`src/design/hcs_pkg.sv`:
```
// ----------------------------------------------------------------------------
// hcs_pkg: shared types and constants for the Hamiltonian cycle search
// Command and status groups between the controller and the datapath,
// plus the fixed field widths of the ports.
// ----------------------------------------------------------------------------
package hcs_pkg;

    // Width of the vertex_count register and of the endpoint fields
    localparam int FIELD_W = 7;

    // vertex_count after reset
    localparam logic [FIELD_W-1:0] VERTEX_COUNT_RESET = 7'd64;

    // Controller to datapath
    typedef struct packed {
        logic load_edge;    // input beat accepted, store its edge if in range
        logic init_search;  // start a path at vertex 1
        logic push;         // extend the path with the scanned vertex
        logic advance;      // move the scan to the next vertex
        logic pop;          // drop the top vertex, resume after it
        logic set_top;      // take the new top vertex from the stack read
        logic clear_graph;  // wipe adjacency, degrees, used mask and depth
    } hcs_cmd_t;

    // Datapath to controller
    typedef struct packed {
        logic deg_ok;       // every vertex in range has degree two or more
        logic depth_full;   // path holds all vertices
        logic depth_one;    // path holds only vertex 1
        logic scan_end;     // scan ran past the last vertex
        logic cand_hit;     // scanned vertex is unused and adjacent to top
        logic close_hit;    // top vertex is adjacent to vertex 1
    } hcs_status_t;

endpackage

```
`src/design/hcs_ctrl.sv`:
```
// ----------------------------------------------------------------------------
// hcs_ctrl: load and search controller
// Sequences edge loading, the degree check and the backtracking steps,
// and holds the result beat in an output register.
// ----------------------------------------------------------------------------
module hcs_ctrl
    import hcs_pkg::*;
(
    input  logic        clk,
    input  logic        rst_n,
    input  logic        in_valid,
    output logic        in_ready,
    input  logic        last,
    output logic        out_valid,
    input  logic        out_ready,
    output logic        has_cycle,
    output logic        degree_reject,
    input  hcs_status_t status,
    output hcs_cmd_t    cmd
);

    localparam logic [2:0] S_LOAD   = 3'd0;
    localparam logic [2:0] S_CHECK  = 3'd1;
    localparam logic [2:0] S_ROW    = 3'd2;
    localparam logic [2:0] S_SCAN   = 3'd3;
    localparam logic [2:0] S_CLOSE  = 3'd4;
    localparam logic [2:0] S_POPRD  = 3'd5;
    localparam logic [2:0] S_POPTOP = 3'd6;
    localparam logic [2:0] S_RESULT = 3'd7;

    logic [2:0] state_reg;
    logic [2:0] state_next;
    logic       res_found_reg;
    logic       res_found_next;
    logic       res_reject_reg;
    logic       res_reject_next;
    logic       out_valid_reg;
    logic       has_cycle_reg;
    logic       degree_reject_reg;
    logic       accept;
    logic       slot_free;
    logic       emit;

    assign in_ready  = (state_reg == S_LOAD);
    assign accept    = in_valid && in_ready;
    assign slot_free = !out_valid_reg || out_ready;
    assign emit      = (state_reg == S_RESULT) && slot_free;

    // Next state and commands
    always_comb
    begin
        state_next      = state_reg;
        res_found_next  = res_found_reg;
        res_reject_next = res_reject_reg;
        cmd             = '0;
        cmd.load_edge   = accept;
        case (state_reg)
            S_LOAD:
            begin
                if (accept && last)
                begin
                    state_next = S_CHECK;
                end
            end
            S_CHECK:
            begin
                if (!status.deg_ok)
                begin
                    res_found_next  = 1'b0;
                    res_reject_next = 1'b1;
                    state_next      = S_RESULT;
                end
                else
                begin
                    cmd.init_search = 1'b1;
                    state_next      = S_ROW;
                end
            end
            S_ROW:
            begin
                state_next = status.depth_full ? S_CLOSE : S_SCAN;
            end
            S_SCAN:
            begin
                if (status.scan_end)
                begin
                    if (status.depth_one)
                    begin
                        res_found_next  = 1'b0;
                        res_reject_next = 1'b0;
                        state_next      = S_RESULT;
                    end
                    else
                    begin
                        cmd.pop    = 1'b1;
                        state_next = S_POPRD;
                    end
                end
                else if (status.cand_hit)
                begin
                    cmd.push   = 1'b1;
                    state_next = S_ROW;
                end
                else
                begin
                    cmd.advance = 1'b1;
                end
            end
            S_CLOSE:
            begin
                if (status.close_hit)
                begin
                    res_found_next  = 1'b1;
                    res_reject_next = 1'b0;
                    state_next      = S_RESULT;
                end
                else if (status.depth_one)
                begin
                    res_found_next  = 1'b0;
                    res_reject_next = 1'b0;
                    state_next      = S_RESULT;
                end
                else
                begin
                    cmd.pop    = 1'b1;
                    state_next = S_POPRD;
                end
            end
            S_POPRD:
            begin
                state_next = S_POPTOP;
            end
            S_POPTOP:
            begin
                cmd.set_top = 1'b1;
                state_next  = S_ROW;
            end
            S_RESULT:
            begin
                if (slot_free)
                begin
                    cmd.clear_graph = 1'b1;
                    state_next      = S_LOAD;
                end
            end
            default:
            begin
                state_next = S_LOAD;
            end
        endcase
    end

    // Hold state and the output beat valid
    always_ff @(posedge clk or negedge rst_n)
    begin
        if (!rst_n)
        begin
            state_reg     <= S_LOAD;
            out_valid_reg <= 1'b0;
        end
        else
        begin
            state_reg <= state_next;
            if (emit)
            begin
                out_valid_reg <= 1'b1;
            end
            else if (out_ready)
            begin
                out_valid_reg <= 1'b0;
            end
        end
    end

    // Hold the decision and the output payload
    always_ff @(posedge clk)
    begin
        res_found_reg  <= res_found_next;
        res_reject_reg <= res_reject_next;
        if (emit)
        begin
            has_cycle_reg     <= res_found_reg;
            degree_reject_reg <= res_reject_reg;
        end
    end

    assign out_valid     = out_valid_reg;
    assign has_cycle     = has_cycle_reg;
    assign degree_reject = degree_reject_reg;

endmodule

```
`config.mk`:
```
export PLATFORM = sky130hd
export DESIGN_NAME = hcs_ctrl
export DESIGN_NICKNAME = d
export VERILOG_FILES = /design/src/design/hcs_pkg.sv /design/src/design/hcs_ctrl.sv
export SDC_FILE = /design/constraint.sdc
export NUM_CORES = 1
export LEC_CHECK = 0
export BUFFER_PORTS_ARGS = -buffer_cell sky130_fd_sc_hd__buf_2
export CAP_MARGIN = 10
export CORE_AREA = 2 2 39 41
export DETAILED_ROUTE_END_ITERATION = 8
export DIE_AREA = 0 0 41 43
export HOLD_SLACK_MARGIN = 0.1
export PLACE_DENSITY = 0.72
export RECOVER_POWER = 25
export SYNTH_ARGS = -nofsm -noshare
export SYNTH_HDL_FRONTEND = slang
export SYNTH_SLANG_ARGS = --single-unit
```
`constraint.sdc`:
```
create_clock -name clk -period 1.7 [get_ports clk]
set_clock_uncertainty 0.05 [all_clocks]
set_input_delay 0.085 -clock clk [delete_from_list [all_inputs] [get_ports clk]]
set_output_delay 0.085 -clock clk [all_outputs]
set_load 0.02 [all_outputs]
```
==> results.sh <==
export IMPL_grt_overflow=0
export IMPL_max_cap_viol_count=0
export IMPL_syn_num_nets=72
export IMPL_crit_path_start="state_reg[1]$_DFFE_PN0P_"
export IMPL_post_route_period_util=0.962
export IMPL_slew_viol_final=0
export IMPL_layout_commonest_cell="buf_2"
export IMPL_yosys_area_top_type="edfxtp_1"
export IMPL_reg2reg_to="res_found_reg$_DFFE_PP_"
export IMPL_num_antenna_cells=0
export IMPL_io_buffer_count=21
export IMPL_r2r_start="state_reg[1]$_DFFE_PN0P_"
export IMPL_crit_arrival_ps=1500
export IMPL_hold_viol_final=0
export IMPL_clk_pin_slew_ps=50
export IMPL_htree_levels=1
export IMPL_drt_iter0_markers=6
export IMPL_clk_latency_ps=250
export IMPL_stdcell_area_um2=732
export IMPL_clockBufferDepth=2
export IMPL_hold_class="input pin to flip-flop"
export IMPL_synth_top_family_by_area="simple AND/OR/NAND/NOR gates"
export IMPL_cp_start_kind="flip-flop"
export IMPL_synth_xor_area_frac=0
export IMPL_fin_nets=97
export IMPL_viasPerCell=5.50
export IMPL_finalSetupViolCount=0
export IMPL_ios=22
export IMPL_synth_area_leaders="edfxtp_1, dfrtp_1, buf_6"
export IMPL_grt_max_degree=14
export IMPL_synth_compound_area_frac=0.212
export IMPL_drive_above_1_share=0.412
export IMPL_crit_slowest_cell="dfrtp_1"
export IMPL_status="finished clean"
export IMPL_crit_path_cell_trace="and3b_4 > nand2_1 > a21oi_1 > buf_2"
export IMPL_rows=14
export IMPL_worst_pin_slew_ps=402
export IMPL_start_util=0.427
export IMPL_cts_made_buffers=3
export IMPL_clock_sinks=8
export IMPL_layout_common_cells="buf_2, inv_1, nand2_1, a21oi_1, edfxtp_1"
export IMPL_slew_headroom=0.732
export IMPL_grt_pass1_wl_um=1980
export IMPL_fin_crit_ps=1640
export IMPL_vias=555
export IMPL_synthDistinctLibCells=34
export IMPL_fmax_mhz=611
export IMPL_ir_drop_mv=0.821
export IMPL_largest_reg_flops=3
export IMPL_reg2reg_slack_ps=280
export IMPL_p_leak_nw=0.330
export IMPL_dieHeight_um=43
export IMPL_synth_area_mux_share=0.0360
export IMPL_slowest_delay_ps=580
export IMPL_rr_worst_depth=3
export IMPL_critPathCaptureType="output port"
export IMPL_synthAdderAreaFrac=0
export IMPL_grt_antenna_before_repair=0
export IMPL_synth_top_area_frac=0.203
export IMPL_synthSimpleGateAreaFrac=0.265
export IMPL_required_ps=1560
export IMPL_wirelength_um=1270
export IMPL_syn_area_per_cell_um2=9.68
export IMPL_synth_area_um2=591
export IMPL_gp_congestion=0.830
export IMPL_endpoint="cmd[2]"
export IMPL_tns_ps=0
export IMPL_cp_max_fo=11
export IMPL_dieArea_um2=1760
export IMPL_fp_dieW_um=41
export IMPL_synthCells=61
export IMPL_rsz0062_at_grt="false"
export IMPL_drc_errors=0
export IMPL_wl_per_cell_um=12.6
export IMPL_area_growth_pct=23.9
export IMPL_yosysWarnings=0
export IMPL_core_area_um2=1380
export IMPL_cts_root_buffer="clkbuf_4"
export IMPL_cts_tree="done"
export IMPL_yosysSeqAreaShare=0.373
export IMPL_timing_final_ws_setup_ps=64.4
export IMPL_grt_pass1_vias=504
export IMPL_first_pass_iters=4
export IMPL_power_density_nw_per_um2=1670
export IMPL_grtUsageTotal=0.169
export IMPL_cts_setup_buffers=0
export IMPL_detail_route_antenna_nets=0
export IMPL_synth_seq_cells=8
export IMPL_place_ws_ps=260
export IMPL_critical_path_class="flip-flop to output port"
export IMPL_postPlaceCellArea_um2=674
export IMPL_post_dp_hpwl_um=1000
==> worst max-delay path: cells and delay by family, from the launching register on <==
kind / cells / cell delay, ps
and+or+nand+nor: 2 / 350
DFF: 1 / 580
AOI/OAI and AO/OA: 1 / 130
buffers and inverters: 1 / 180
==> synth_stat cells, drive strengths merged <==
library cell  number
a21oi              5
buf                5
inv                5
nand2              5
dfrtp              4
edfxtp             4
nor3               4
nand2b             3
o21ai              3
nand3              2
nor2               2
nor3b              2
a211oi             1
a21boi             1
a21o               1
a221oi             1
a31oi              1
a32o               1
and2               1
and3b              1
mux2               1
mux2i              1
nand3b             1
nor2b              1
o22ai              1
o31ai              1
o32a               1
or2                1
or3                1
==> what timing repair did <==
item                                    CTS  global route
hold buffers                              3             0
resized for setup                         0             2
hold endpoints to repair                  5             0
endpoints found under the setup margin    0             2
==> kinds of logic after synthesis <==
family                 count (synthesis)
buffers and inverters                 10
AND/OR/NAND/NOR                       24
flip-flops                             8
AO/OA/AOI/OAI                         17
multiplexers                           2
==> power breakdown <==
part,leakage (nW),internal (mW),switching [mW]
combinational,0.233,0.277,0.338
clock,0.0150,0.0899,0.0664
sequential,0.0822,0.311,0.143
total,0.330,0.677,0.547
==> worst min-delay path by stage <==
stage | cells after the start | end | from | slack, ps
after floorplan | 0 | out_valid$_DFFE_PN0P_ | rst_n | -260
after global placement | 1 | out_valid$_DFFE_PN0P_ | rst_n | -160
after detailed placement | 1 | out_valid$_DFFE_PN0P_ | rst_n | -160
after CTS | 3 | out_valid$_DFFE_PN0P_ | out_ready | 110
after global routing | 3 | out_valid$_DFFE_PN0P_ | out_ready | 150
final | 3 | out_valid$_DFFE_PN0P_ | out_ready | 120
==> through the flow <==
stage                     std cells   util  hold slack (ps)  power (mW)
after floorplan                  61      -             -261       0.966
after global placement           94  0.487             -158        1.04
after detailed placement         94  0.487             -157        1.06
after CTS                       101  0.528              109        1.22
after global routing            101  0.529              150        1.31
final                           101  0.529              116        1.22
==> area by class of cell <==
cell class | instances | area (um^2)
clock buffers | 4 | 26.3
fillers | 140 | 652
inverters | 5 | 18.8
multi-input cells | 43 | 303
flip-flops and latches | 8 | 223
well taps | 16 | 20.0
repair buffers | 25 | 141
==> routing by layer <==
metal | vias to the layer above | GRT usage | wire length, um
met4 | 0 | 0.153 | 63
li1 | 266 | - | -
met5 | - | 0 | 0
met3 | 8 | 0.0157 | 70
met2 | 27 | 0.266 | 587
met1 | 254 | 0.184 | 550
No activity file was read; power rests on OpenSTA's default activity.
